## src/rtl/core/alfr_pkg.sv

```systemverilog
// Shared types and constants for the ASCII length frame receiver.
// Used by alfr_ctrl, alfr_obuf and ascii_length_frame_receiver. No dependencies.
package alfr_pkg;

    // Frame marker characters
    localparam logic [7:0] CH_E    = 8'h45;
    localparam logic [7:0] CH_C    = 8'h43;
    localparam logic [7:0] CH_U    = 8'h55;
    localparam logic [7:0] CH_N    = 8'h4E;
    localparam logic [7:0] CH_D    = 8'h44;
    localparam logic [7:0] CH_ZERO = 8'h30;
    localparam logic [7:0] CH_NINE = 8'h39;

    // Width of the accumulated decimal length (four digits, up to 9999)
    localparam int LEN_W = 14;

    // Smallest legal total frame length
    localparam logic [LEN_W-1:0] MIN_FRAME = 14'd12;

    // Status codes reported with every byte
    localparam logic [2:0] ST_IN_FRAME = 3'd0;
    localparam logic [2:0] ST_COMPLETE = 3'd1;
    localparam logic [2:0] ST_HDR_ERR  = 3'd2;
    localparam logic [2:0] ST_LEN_ERR  = 3'd3;
    localparam logic [2:0] ST_TRL_ERR  = 3'd4;

    // One result item
    typedef struct packed {
        logic [7:0]  byte_echo;
        logic [9:0]  byte_index;
        logic [2:0]  status;
        logic [10:0] frame_length;
    } t_result;

endpackage

```

## src/rtl/core/alfr_ctrl.sv

```systemverilog
// Frame parser: phase, byte counter and length accumulator, one byte per cycle while bytes are accepted.
// Depends on alfr_pkg for characters, status codes and the result type.
module alfr_ctrl
    import alfr_pkg::*;
#(
    parameter int MAX_FRAME = 1024
) (
    input  logic    i_clk,
    input  logic    i_rst_n,
    input  logic    i_accept,
    input  logic [7:0] i_byte,
    output t_result o_result
);

    localparam int CW = $clog2(MAX_FRAME);

    localparam logic [1:0] PH_HEADER = 2'd0;
    localparam logic [1:0] PH_LENGTH = 2'd1;
    localparam logic [1:0] PH_DATA   = 2'd2;
    localparam logic [1:0] PH_END    = 2'd3;

    localparam logic [LEN_W-1:0] MAX_LEN = LEN_W'(MAX_FRAME);

    logic [1:0]       r_phase, n_phase;
    logic [CW-1:0]    r_count, n_count;
    logic [LEN_W-1:0] r_len, n_len;

    logic [LEN_W-1:0] idx_w;
    logic [LEN_W:0]   idx_p1;
    logic [LEN_W-1:0] len_m3, len_m2;
    logic [LEN_W-1:0] acc;
    logic [3:0]       digit;
    logic             is_digit;
    logic [CW+9:0]    idx_ext;
    logic [7:0]       want;
    logic [2:0]       status;
    logic [10:0]      flen;
    logic             drop;

    // Derive comparison operands
    always_comb begin
        idx_w    = LEN_W'(r_count);
        idx_p1   = {1'b0, idx_w} + 1'b1;
        len_m3   = r_len - LEN_W'(3);
        len_m2   = r_len - LEN_W'(2);
        digit    = 4'(i_byte - CH_ZERO);
        is_digit = i_byte inside {[CH_ZERO:CH_NINE]};
        // times ten as shift-and-add, then add the new digit
        acc      = LEN_W'({r_len[LEN_W-4:0], 3'b000} + {r_len[LEN_W-2:0], 1'b0}
                   + LEN_W'(digit));
        idx_ext  = {10'b0, r_count};
    end

    // Check the byte against the frame layout and advance the phase
    always_comb begin
        n_phase = r_phase;
        n_len   = r_len;
        status  = ST_IN_FRAME;
        flen    = '0;
        drop    = 1'b0;
        want    = CH_D;
        case (r_phase)
            PH_HEADER: begin
                if ((r_count == CW'(0) && i_byte != CH_E) ||
                    (r_count == CW'(1) && i_byte != CH_C) ||
                    (r_count == CW'(2) && i_byte != CH_U)) begin
                    status = ST_HDR_ERR;
                    drop   = 1'b1;
                end else if (r_count >= CW'(4)) begin
                    n_phase = PH_LENGTH;
                end
            end
            PH_LENGTH: begin
                if (!is_digit) begin
                    status = ST_LEN_ERR;
                    drop   = 1'b1;
                end else begin
                    n_len = acc;
                    if (r_count >= CW'(8)) begin
                        if (acc < MIN_FRAME || acc > MAX_LEN) begin
                            status = ST_LEN_ERR;
                            drop   = 1'b1;
                        end else if (acc == MIN_FRAME) begin
                            n_phase = PH_END;
                        end else begin
                            n_phase = PH_DATA;
                        end
                    end
                end
            end
            PH_DATA: begin
                if (idx_p1 >= {1'b0, len_m3}) begin
                    n_phase = PH_END;
                end
            end
            default: begin
                if (idx_w == len_m3) begin
                    want = CH_E;
                end else if (idx_w == len_m2) begin
                    want = CH_N;
                end
                if (i_byte != want) begin
                    status = ST_TRL_ERR;
                    drop   = 1'b1;
                end else if (idx_p1 >= {1'b0, r_len}) begin
                    status = ST_COMPLETE;
                    flen   = r_len[10:0];
                    drop   = 1'b1;
                end
            end
        endcase

        // resync on error or completion
        if (drop) begin
            n_phase = PH_HEADER;
            n_count = '0;
            n_len   = '0;
        end else begin
            n_count = r_count + 1'b1;
        end
    end

    // Build the result item
    always_comb begin
        o_result.byte_echo    = i_byte;
        o_result.byte_index   = idx_ext[9:0];
        o_result.status       = status;
        o_result.frame_length = flen;
    end

    // Hold parser state, advance on each accepted byte
    always_ff @(posedge i_clk) begin
        if (!i_rst_n) begin
            r_phase <= PH_HEADER;
            r_count <= '0;
            r_len   <= '0;
        end else if (i_accept) begin
            r_phase <= n_phase;
            r_count <= n_count;
            r_len   <= n_len;
        end
    end

`ifndef ASSERT_OFF
    a_header_range: assert property (@(posedge i_clk) disable iff (!i_rst_n)
        r_phase == PH_HEADER |-> r_count <= CW'(4))
        else $error("header phase past byte 4");
    a_length_range: assert property (@(posedge i_clk) disable iff (!i_rst_n)
        r_phase == PH_LENGTH |-> (r_count >= CW'(5) && r_count <= CW'(8)))
        else $error("length phase outside bytes 5 to 8");
    a_body_len: assert property (@(posedge i_clk) disable iff (!i_rst_n)
        (r_phase == PH_DATA || r_phase == PH_END) |->
            (r_len >= MIN_FRAME && r_len <= MAX_LEN && idx_w < r_len))
        else $error("frame body with bad length or index");
`endif

endmodule

```

## src/rtl/core/alfr_obuf.sv

```systemverilog
// Two-entry result queue that decouples the parser from the output stall.
// Depends on alfr_pkg for the result type.
module alfr_obuf
    import alfr_pkg::*;
(
    input  logic    i_clk,
    input  logic    i_rst_n,
    input  logic    i_push,
    input  t_result i_result,
    output logic    o_full,
    output logic    o_valid,
    input  logic    i_stall,
    output t_result o_result
);

    t_result    r_mem [2];
    logic       r_wptr;
    logic       r_rptr;
    logic [1:0] r_count;
    logic       pop;

    assign pop      = o_valid && !i_stall;
    assign o_valid  = r_count != 2'd0;
    assign o_full   = r_count == 2'd2;
    assign o_result = r_mem[r_rptr];

    // Store pushed items
    always_ff @(posedge i_clk) begin
        if (i_push) begin
            r_mem[r_wptr] <= i_result;
        end
    end

    // Advance pointers and occupancy
    always_ff @(posedge i_clk) begin
        if (!i_rst_n) begin
            r_wptr  <= 1'b0;
            r_rptr  <= 1'b0;
            r_count <= 2'd0;
        end else begin
            if (i_push) begin
                r_wptr <= !r_wptr;
            end
            if (pop) begin
                r_rptr <= !r_rptr;
            end
            case ({i_push, pop})
                2'b10:   r_count <= r_count + 2'd1;
                2'b01:   r_count <= r_count - 2'd1;
                default: r_count <= r_count;
            endcase
        end
    end

`ifndef ASSERT_OFF
    a_no_overflow: assert property (@(posedge i_clk) disable iff (!i_rst_n)
        r_count <= 2'd2)
        else $error("result queue overflow");
    a_push_full: assert property (@(posedge i_clk) disable iff (!i_rst_n)
        o_full |-> !i_push)
        else $error("push into full result queue");
    a_ptr_sync: assert property (@(posedge i_clk) disable iff (!i_rst_n)
        (r_count == 2'd0 || r_count == 2'd2) |-> r_wptr == r_rptr)
        else $error("queue pointers disagree with occupancy");
`endif

endmodule

```

## src/rtl/core/ascii_length_frame_receiver.sv

```systemverilog
// ASCII length frame receiver: takes one byte per item and returns, for every byte, the
// byte, its index in the current frame and a status (in frame, complete, header, length
// or trailer error). A frame is "ECU", two unchecked version bytes, a four-digit decimal
// total length L (12 to MAX_FRAME), payload, and "END" in the last three bytes; any
// mismatch drops the frame and the next byte starts a new one. Throughput is one byte
// per cycle while the result queue has room: the parser state updates when a byte is
// accepted and its result is registered into a two-entry output queue, so input is
// stalled only while that queue holds two unread results. No clearing pass after reset.
// Depends on alfr_pkg, alfr_ctrl and alfr_obuf.
module ascii_length_frame_receiver
    import alfr_pkg::*;
#(
    parameter int MAX_FRAME = 1024
) (
    input  logic        i_clk,
    input  logic        i_rst_n,
    input  logic        i_valid,
    output logic        o_stall,
    input  logic [7:0]  i_rx_byte,
    output logic        o_valid,
    input  logic        i_stall,
    output logic [7:0]  o_byte_echo,
    output logic [9:0]  o_byte_index,
    output logic [2:0]  o_status,
    output logic [10:0] o_frame_length
);

    logic    accept;
    logic    full;
    t_result step_result;
    t_result out_result;

    // Take a byte whenever the result queue has room
    assign o_stall = full;
    assign accept  = i_valid && !full;

    alfr_ctrl #(
        .MAX_FRAME(MAX_FRAME)
    ) u_ctrl (
        .i_clk   (i_clk),
        .i_rst_n (i_rst_n),
        .i_accept(accept),
        .i_byte  (i_rx_byte),
        .o_result(step_result)
    );

    alfr_obuf u_obuf (
        .i_clk   (i_clk),
        .i_rst_n (i_rst_n),
        .i_push  (accept),
        .i_result(step_result),
        .o_full  (full),
        .o_valid (o_valid),
        .i_stall (i_stall),
        .o_result(out_result)
    );

    // Drive the result fields
    assign o_byte_echo    = out_result.byte_echo;
    assign o_byte_index   = out_result.byte_index;
    assign o_status       = out_result.status;
    assign o_frame_length = out_result.frame_length;

endmodule
```

## config.mk

```make
export PLATFORM = sky130hd
export DESIGN_NAME = ascii_length_frame_receiver
export DESIGN_NICKNAME = d
export VERILOG_FILES = /design/src/rtl/core/alfr_pkg.sv /design/src/rtl/core/alfr_ctrl.sv /design/src/rtl/core/alfr_obuf.sv /design/src/rtl/core/ascii_length_frame_receiver.sv
export SDC_FILE = /design/constraint.sdc
export NUM_CORES = 1
export LEC_CHECK = 0
export BUFFER_PORTS_ARGS = -buffer_cell sky130_fd_sc_hd__clkbuf_2
export CELL_PAD_IN_SITES_DETAIL_PLACEMENT = 1
export CELL_PAD_IN_SITES_GLOBAL_PLACEMENT = 1
export CORE_MARGIN = 2
export CORE_UTILIZATION = 30
export CTS_BUF_LIST = sky130_fd_sc_hd__clkbuf_8
export CTS_CLUSTER_SIZE = 16
export DETAILED_ROUTE_END_ITERATION = 12
export PLACE_DENSITY = 0.6
export SLEW_MARGIN = 20
export SYNTH_ARGS = -nofsm -noshare
export SYNTH_HDL_FRONTEND = slang
export SYNTH_HIERARCHICAL = 1
export SYNTH_SLANG_ARGS = --single-unit
```

## constraint.sdc

```tcl
create_clock -name i_clk -period 5.2 [get_ports i_clk]
set_input_delay 0.52 -clock i_clk [delete_from_list [all_inputs] [get_ports i_clk]]
set_output_delay 0.52 -clock i_clk [all_outputs]
set_load 0.005 [all_outputs]
```

==> results of run 1 <==
-- worst paths after layout --
check	from	end	slack, ns	cells after the start
worst min-delay path	i_rx_byte[6]	u_obuf/r_mem[0][30]	0.37	1
worst max register to register	u_ctrl/r_len[5]	u_ctrl/r_len[5]	0.59	12
worst min register to register	u_obuf/r_count[1]	u_obuf/r_count[1]	0.51	2
worst max-delay path	u_ctrl/r_len[5]	u_ctrl/r_len[5]	0.59	12
-- cells in the mapped netlist, types with 17 or more instances --
cell type and number:
xor2_1 18, dfxtp_1 31, ha_1 56, edfxtp_1 64, inv_1 26, and2_1 21
nor2_1 17, a21oi_1 20, nand2_1 23, xnor2_1 29, nand3_1 17, mux2_2 31
-- cell usage in the layout, fill, tap and decap left out, drive strengths merged, types with 11 or more instances in the layout --
cell	count
mux2	33
nor2	17
clkbuf	54
buf	15
inv	30
nand3	17
edfxtp	64
o21ai	12
xor2	18
dfxtp	31
and2	21
nor3	11
nand2	23
a21oi	20
a32o	16
ha	56
xnor2	29
-- power by group through the flow --
stage	clock (mW)	combinational, mW	sequential (mW)
after floorplan	0	0.249	0.933
after detailed placement	0	0.396	0.939
after global placement	0	0.387	0.934
final	0.529	0.388	0.921
after CTS	0.544	0.399	0.922
after global routing	0.572	0.429	0.930
-- layer usage --
metal	share of wire [%]	global-route usage, %
met2	49	28.1
met5	0	0
met1	47	21.8
met3	3.5	2.41
met4	0.91	4.24
-- registers in the layout (all words and copies together), names as in the netlist, named ones only --
| name | flops |
|---|---|
| u_ctrl/r_len | 14 |
| u_obuf/r_wptr | 1 |
| u_obuf/r_count | 2 |
| u_obuf/r_mem | 64 |
| u_obuf/r_rptr | 1 |
| u_ctrl/r_count | 10 |
| u_ctrl/r_phase | 2 |
-- metrics by stage --
step                worst slack, ns  util, %  std cells
floorplan                     0.903        -        583
global placement              0.344     32.7        880
detailed placement            0.249     32.7        880
CTS                           0.385     33.7        896
global route                  0.204     33.8        896
finish                        0.594     33.8        896
-- critical path: stages, from the launching register on --
cell,delay [ns]
dfxtp_1,0.76
ha_1,0.36
ha_1,0.48
nand2_1,0.14
o31ai_2,0.47
xor2_1,0.16
nor4_1,0.36
a311oi_1,0.22
a2111oi_4,0.45
inv_2,0.17
nor3_4,0.48
buf_4,0.30
a32o_1,0.19
-- what timing repair did --
item,CTS,global route
buffers inserted,0,0
setup endpoints to repair,0,4
resized for setup,0,1
-- cells by family after synthesis --
group / synth area share [%]
simple gates: 14.9
compound gates: 15.9
buf+inv: 4.86
xor+xnor: 6.48
flops: 40.0
fa+ha+maj: 11.7
mux: 6.16
-- final cells by class --
class	count	area, um2
multi-input cells	423	3510
clock inverters	7	90.1
flip-flops and latches	95	2540
fillers	2355	13800
inverters	27	101
clock buffers	9	124
well taps	275	344
repair buffers	60	338
==> results.json, run 1 <==
{
  "status": "completed",
  "yosys_register_bits": 95,
  "grt_pass1_vias": 5015,
  "p_total_mw": 1.84,
  "hold_buffers": 0,
  "io_buffers": 45,
  "dieArea_um2": 22400,
  "rows": 53,
  "syn_area_per_cell_um2": 10.9,
  "clock_path_buffers": 2,
  "via_per_inst": 5.28,
  "ios": 46,
  "cp_max_fo": 14,
  "maxSlewViolCount": 0,
  "netlist-cell-type-count": 76,
  "cts_buffers": 9,
  "avgRoutedWirePerCell_um": 19.6,
  "start_util_pct": 30.4,
  "die_x_um": 150,
  "core_um2": 20900,
  "final.min_clock_period_ns": 4.61,
  "cp-start-kind": "flop",
  "internal_power_mw": 1.31,
  "hold_viol": 0,
  "required_ns": 5.52,
  "cts_root_buffer": "clkbuf_8",
  "synthCells": 583,
  "insertion_delay_ns": 0.39,
  "drv_cap": 0,
  "grt_pass1_wl_um": 28100,
  "area_delta_synth_final_pct": 11.0,
  "antenna_found_initial": 0,
  "antennaDiodeCount": 0,
  "swShare_pct": 28.6,
  "hold_slack_ns": 0.366,
  "synth_warnings": 6,
  "grt_overflow": 0,
  "postPlaceCellArea_um2": 6830,
  "cp-end-kind": "flop",
  "ys.flop_type": "edfxtp_1",
  "cellPowerDensity_nw_per_um2": 261,
  "clk_pin_slew_ns": 0.10,
  "place_congestion": 0.868,
  "p_clk_share_pct": 28.8,
  "critPathKind": "reg2reg",
  "synth_top_area_cell": "edfxtp_1",
  "dpl.hpwl_um": 13400,
  "cts_tree": "yes",
  "grt_use_total_pct": 16.4,
  "synth-seq-area-share_pct": 40.0,
  "drt_wl_total_um": 17500,
  "synth_area_leaders": "edfxtp_1, ha_1, dfxtp_1",
  "syn_area_um2": 6350,
  "synth_nets": 653,
  "detail_route.iter0.violations": 284,
  "rsz0062_at_grt": "no",
  "drt.antenna.violating_nets": 0,
  "setup_viol": 0,
  "synth-edff-count": 64,
  "layout-drive-gt1-share_pct": 20.6,
  "finalInstanceArea_um2": 7050,
  "p_seq_share_pct": 50.1,
  "power_leakage_nw": 2.88,
  "fmax_mhz": 217,
  "post-route-period-util_pct": 88.6,
  "synth_top_area_share_pct": 30.2,
  "cts_sinks": 95,
  "drc": 0,
  "ir_drop_v": 0.0000988,
  "die_h_um": 150,
  "skew_ns": 0.0255,
  "final_nets": 686,
  "cts_max_level": 3,
  "comb_power_share_pct": 21.1,
  "cp.arrival_ns": 4.93,
  "grt_max_degree": 34,
  "num_vias": 4729,
  "timing.slew.headroom_pct": 49.8,
  "dr.pass1.iters": 4,
  "worstMarginPinSlew_ns": 0.752,
  "async_flop_share_pct": 0,
  "power_switching_mw": 0.526,
  "tns_ns": 0,
  "hp-class": "in2reg"
}
(Power assumes the default switching activity.)
==> run 2, diff against run 1 <==
==> constraint.sdc (replaced) <==
create_clock -name i_clk -period 5.2 [get_ports i_clk]
set_input_delay 1.04 -clock i_clk [delete_from_list [all_inputs] [get_ports i_clk]]
set_output_delay 1.04 -clock i_clk [all_outputs]
set_load 0.005 [all_outputs]
==> run 2 against run 1 <==
Compared with the run above:
- die area stayed put
- setup slack worse by 0.036 ns
- core utilization shrank 0.17 points
- register-to-register slack better by 0.19 ns
- total power is 2.6% lower
- largest power group unchanged
==> results.json, run 2 (synthesis gave the netlist of run 1 again) <==
{
  "p_clk_share_pct": 27.1,
  "tns_ns": 0,
  "holdPathStages": 1,
  "drv_cap": 0,
  "cts_sinks": 95,
  "power_leakage_nw": 2.87,
  "cts_tree": "yes",
  "worst_path_max_delay_cell": "fa_1",
  "num_vias": 4733,
  "cp_num_cells": 15,
  "maxSlewViolCount": 0,
  "layout_commonest_cell": "edfxtp_1",
  "cellPowerDensity_nw_per_um2": 255,
  "cts_buffers": 9,
  "grt_use_total_pct": 15.9,
  "cp.arrival_ns": 4.96,
  "slowest_delay_ns": 0.56,
  "hold_buffers": 0,
  "fmax_mhz": 215,
  "grt_pass1_wl_um": 27200,
  "grt_overflow": 0,
  "hold_slack_ns": 0.488,
  "clk_pin_slew_ns": 0.10,
  "insertion_delay_ns": 0.38,
  "grt_max_degree": 34,
  "status": "completed",
  "largest_register_ffs": 64,
  "place_congestion": 0.851,
  "drc": 0,
  "setup_viol": 0,
  "worstMarginPinSlew_ns": 0.796,
  "post-route-period-util_pct": 89.3,
  "swShare_pct": 29.1,
  "skew_ns": 0.0125,
  "reg_top3": "u_obuf/r_mem (64), u_ctrl/r_len (14), u_ctrl/r_count (10)",
  "final_nets": 684,
  "cp_top_family": "compound AO/OA/AOI/OAI gates",
  "cts_root_buffer": "clkbuf_8",
  "dr.pass1.iters": 5,
  "rsz0062_at_grt": "no",
  "comb_power_share_pct": 21.1,
  "clock_path_buffers": 2,
  "timing.slew.headroom_pct": 46.8,
  "ir_drop_v": 0.000107,
  "post-cts-setup-buffer-count": 0,
  "antennaDiodeCount": 0,
  "internal_power_mw": 1.27,
  "p_seq_share_pct": 51.8,
  "cp_max_fo": 14,
  "start_util_pct": 30.4,
  "drt.antenna.violating_nets": 0,
  "layout-drive-gt1-share_pct": 20.4,
  "io_buffers": 45,
  "antenna_found_initial": 0,
  "cts_max_level": 3,
  "max_flop_register": "u_obuf/r_mem",
  "cp-start-kind": "input pin",
  "critPathKind": "in2reg",
  "power_switching_mw": 0.522,
  "dieArea_um2": 22400,
  "cp_cell_sequence": "clkbuf_2 -> inv_1 -> fa_1 -> inv_1 -> fa_1 -> a211oi_2 -> o31ai_2 -> a221o_1 -> xor2_1 -> a211o_1 -> a2111oi_4 -> inv_2 -> o41ai_4 -> buf_4 -> a32o_1",
  "detail_route.iter0.violations": 330,
  "cp_num_buf_inv": 5,
  "cp-end-kind": "flop",
  "dpl.hpwl_um": 13200,
  "core_um2": 20900,
  "ios": 46,
  "avgRoutedWirePerCell_um": 19.1,
  "required_ns": 5.52,
  "cts_resized": 0,
  "hold_viol": 0,
  "die_x_um": 150,
  "r2r_cells": 13,
  "grt_pass1_vias": 4956,
  "final.min_clock_period_ns": 4.64,
  "rows": 53,
  "final_cell_mix": "edfxtp_1, ha_1, clkbuf_2",
  "die_h_um": 150,
  "area_delta_synth_final_pct": 10.4,
  "via_per_inst": 5.29,
  "drt_wl_total_um": 17100,
  "hp-class": "reg2reg"
}
-- run 2: final timing paths --
check	from	end	slack (ns)
max	i_rx_byte[3]	u_ctrl/r_len[7]	0.56
min	u_ctrl/r_len[13]	u_ctrl/r_len[13]	0.49
max reg2reg	u_ctrl/r_len[1]	u_ctrl/r_len[7]	0.78
min reg2reg	u_ctrl/r_len[13]	u_ctrl/r_len[13]	0.49
-- run 2: layer usage --
| metal | wire [um] | share of wire, % | up-vias | track usage, % |
|---|---|---|---|---|
| met3 | 690 | 4.0 | 14 | 2.90 |
| li1 | - | - | 2254 | - |
| met4 | 225 | 1.3 | 0 | 3.90 |
| met5 | 0 | 0 | - | 0 |
| met2 | 8220 | 48 | 84 | 26.9 |
| met1 | 7970 | 47 | 2381 | 20.9 |
-- run 2: through the flow --
step / total power [mW] / utilization [%] / std cells / cell area (um2) / setup slack (ns)
floorplan: 1.18 / - / 583 / 6350 / 0.649
global placement: 1.32 / 32.6 / 878 / 6820 / 0.243
detailed placement: 1.33 / 32.6 / 878 / 6820 / 0.157
CTS: 1.82 / 33.6 / 894 / 7010 / 0.538
global route: 1.88 / 33.6 / 894 / 7010 / 0.313
finish: 1.79 / 33.6 / 894 / 7010 / 0.558
-- run 2: area by class of cell --
| class | instances | area [um2] |
|---|---|---|
| fill | 2365 | 13900 |
| multi-input combinational | 423 | 3500 |
| sequential | 95 | 2540 |
| tap | 275 | 344 |
| timing repair buffer | 58 | 323 |
| clock buffer | 9 | 124 |
| inverter | 27 | 101 |
| clock inverter | 7 | 75.1 |
-- run 2: power by group through the flow --
stage | Clock, mW | Sequential, mW | Combinational, mW
2_1_floorplan | 0 | 0.933 | 0.249
3_3_place_gp | 0 | 0.939 | 0.377
3_5_place_dp | 0 | 0.946 | 0.386
4_1_cts | 0.502 | 0.928 | 0.390
5_1_grt | 0.528 | 0.937 | 0.419
6_report | 0.485 | 0.927 | 0.379
==> run 3, diff against run 2 <==
--- a/config.mk
+++ b/config.mk
@@ -15,3 +15,3 @@
 export DETAILED_ROUTE_END_ITERATION = 12
-export PLACE_DENSITY = 0.6
+export PLACE_DENSITY = 0.57
 export SLEW_MARGIN = 20
==> constraint.sdc (replaced) <==
create_clock -name i_clk -period 5.2 [get_ports i_clk]
set_input_delay 0.26 -clock i_clk [delete_from_list [all_inputs] [get_ports i_clk]]
set_output_delay 0.26 -clock i_clk [all_outputs]
set_load 0.005 [all_outputs]
==> run 3 against run 2 <==
Compared with the run above:
- clock skew rose by 0.0018 ns
- sequential cell count unchanged
- combinational power rose by 2%
- non-clock buffer count fell by 6
- global-route usage is 0.26 points higher
- sequential share of layout area rose by 0.22 points
- critical endpoint is now u_ctrl/r_len[11]
==> results.json, run 3 (synthesis gave the netlist of run 1 again) <==
{
  "dpl_worst_slack_ns": 0.777,
  "clock_path_buffers": 2,
  "dpl.cell_count": 872,
  "antennaDiodeCount": 0,
  "hp-class": "in2reg",
  "slowest_delay_ns": 0.84,
  "drv_cap": 0,
  "rows": 53,
  "p_total_mw": 1.81,
  "status": "completed",
  "dpl.hpwl_um": 13300,
  "cp.arrival_ns": 4.76,
  "reg_top3": "u_obuf/r_mem (64), u_ctrl/r_len (14), u_ctrl/r_count (10)",
  "cts_sinks": 95,
  "post-route-util_pct": 33.4,
  "max_flop_register": "u_obuf/r_mem",
  "largest_register_ffs": 64,
  "cts_tree": "yes",
  "hold_viol": 0,
  "layout_commonest_cell": "edfxtp_1",
  "grt_use_total_pct": 16.1,
  "post-cts-setup-buffer-count": 0,
  "hold_slack_ns": 0.106,
  "start_util_pct": 30.4,
  "grt_pass1_vias": 4962,
  "multi_input_area_um2": 3500,
  "detail_route.iter0.violations": 279,
  "antenna_found_initial": 0,
  "dr.pass1.iters": 5,
  "rsz0062_at_grt": "no",
  "tns_ns": 0,
  "critPathKind": "reg2reg",
  "grt_overflow": 0,
  "register_area_um2": 2540,
  "core_um2": 20900,
  "drt.antenna.violating_nets": 0,
  "timing.slew.headroom_pct": 48.0,
  "drc": 0,
  "post-route-period-util_pct": 85.1,
  "worst_path_max_delay_cell": "dfxtp_1",
  "cellPowerDensity_nw_per_um2": 260,
  "clk_pin_slew_ns": 0.10,
  "grt_max_degree": 33,
  "io_buffers": 45,
  "grt_pass1_wl_um": 27600,
  "postPlaceCellArea_um2": 6770,
  "final.min_clock_period_ns": 4.43,
  "cts_buffers": 9,
  "cts_resized": 0,
  "hold_buffers": 0,
  "maxSlewViolCount": 0,
  "insertion_delay_ns": 0.39,
  "final_nets": 678,
  "area_delta_synth_final_pct": 9.73,
  "dieArea_um2": 22400,
  "drt_wl_total_um": 17300,
  "final_cell_mix": "edfxtp_1, ha_1, clkbuf_2",
  "crit_top_cell": "ha_1",
  "ios": 46,
  "cp_cell_sequence": "ha_1 -> ha_1 -> nand2_1 -> o31ai_2 -> xor2_1 -> nor4_1 -> a311oi_1 -> a2111oi_4 -> inv_2 -> o41ai_4 -> buf_4 -> a32o_1",
  "finalInstanceArea_um2": 6970,
  "power_leakage_nw": 2.84,
  "cts_max_level": 3,
  "setup_ws_ns": 0.774,
  "cp-end-kind": "flop",
  "instances_no_fill": 888,
  "layout-drive-gt1-share_pct": 19.6,
  "cp-start-kind": "flop",
  "die_x_um": 150,
  "cp_max_fo": 18,
  "cts_root_buffer": "clkbuf_8",
  "via_per_inst": 5.27,
  "fmax_mhz": 226,
  "place_congestion": 0.855,
  "skew_ns": 0.0143,
  "fillers": 2363,
  "required_ns": 5.53,
  "die_h_um": 150,
  "setup_viol": 0,
  "worstMarginPinSlew_ns": 0.773,
  "num_vias": 4682,
  "ir_drop_v": 0.000125,
  "avgRoutedWirePerCell_um": 19.5
}
run 3: cell types whose count changed in the layout (fill, tap and decap cells not counted), sizes merged:
cell,before,now
buf,13,7
bufinv,0,1
clkinv,3,1
inv,30,31
run 3: area by class of cell:
type                            count  area share [%]
Multi-Input combinational cell    423            50.3
Tap cell                          275            4.94
Clock buffer                        9            1.78
Inverter                           27            1.45
Timing Repair Buffer               52            3.98
Sequential cell                    95            36.5
Clock inverter                      7            1.11
run 3: worst paths after layout:
kind,from,end,slack (ns),cells after the start
setup / recovery,u_ctrl/r_len[3],u_ctrl/r_len[11],0.77,12
setup reg to reg,u_ctrl/r_len[3],u_ctrl/r_len[11],0.77,12
hold / removal,i_rx_byte[7],u_obuf/r_mem[0][31],0.11,1
hold reg to reg,u_ctrl/r_len[13],u_ctrl/r_len[13],0.48,1
run 3: critical path: cells and delay by family, from the launching register on:
family	cells	cell delay, ns
flip-flops	1	0.84
adder cells (fa/ha/maj)	2	0.82
buffers and inverters	2	0.41
XOR/XNOR	1	0.17
AND/OR/NAND/NOR	2	0.48
AO/OA/AOI/OAI	5	1.63
run 3: power breakdown:
group	leakage, nW	internal (mW)	switching (mW)
clock	0.102	0.228	0.280
combinational	1.89	0.182	0.203
sequential	0.850	0.897	0.0245
run 3: routing by layer:
metal / up-vias / global-route usage, % / part of all wire, %
met5: - / 0 / 0
met4: 0 / 7.43 / 3.2
met3: 29 / 2.38 / 3.0
met2: 74 / 27.0 / 48
met1: 2338 / 20.4 / 46
li1: 2241 / - / -
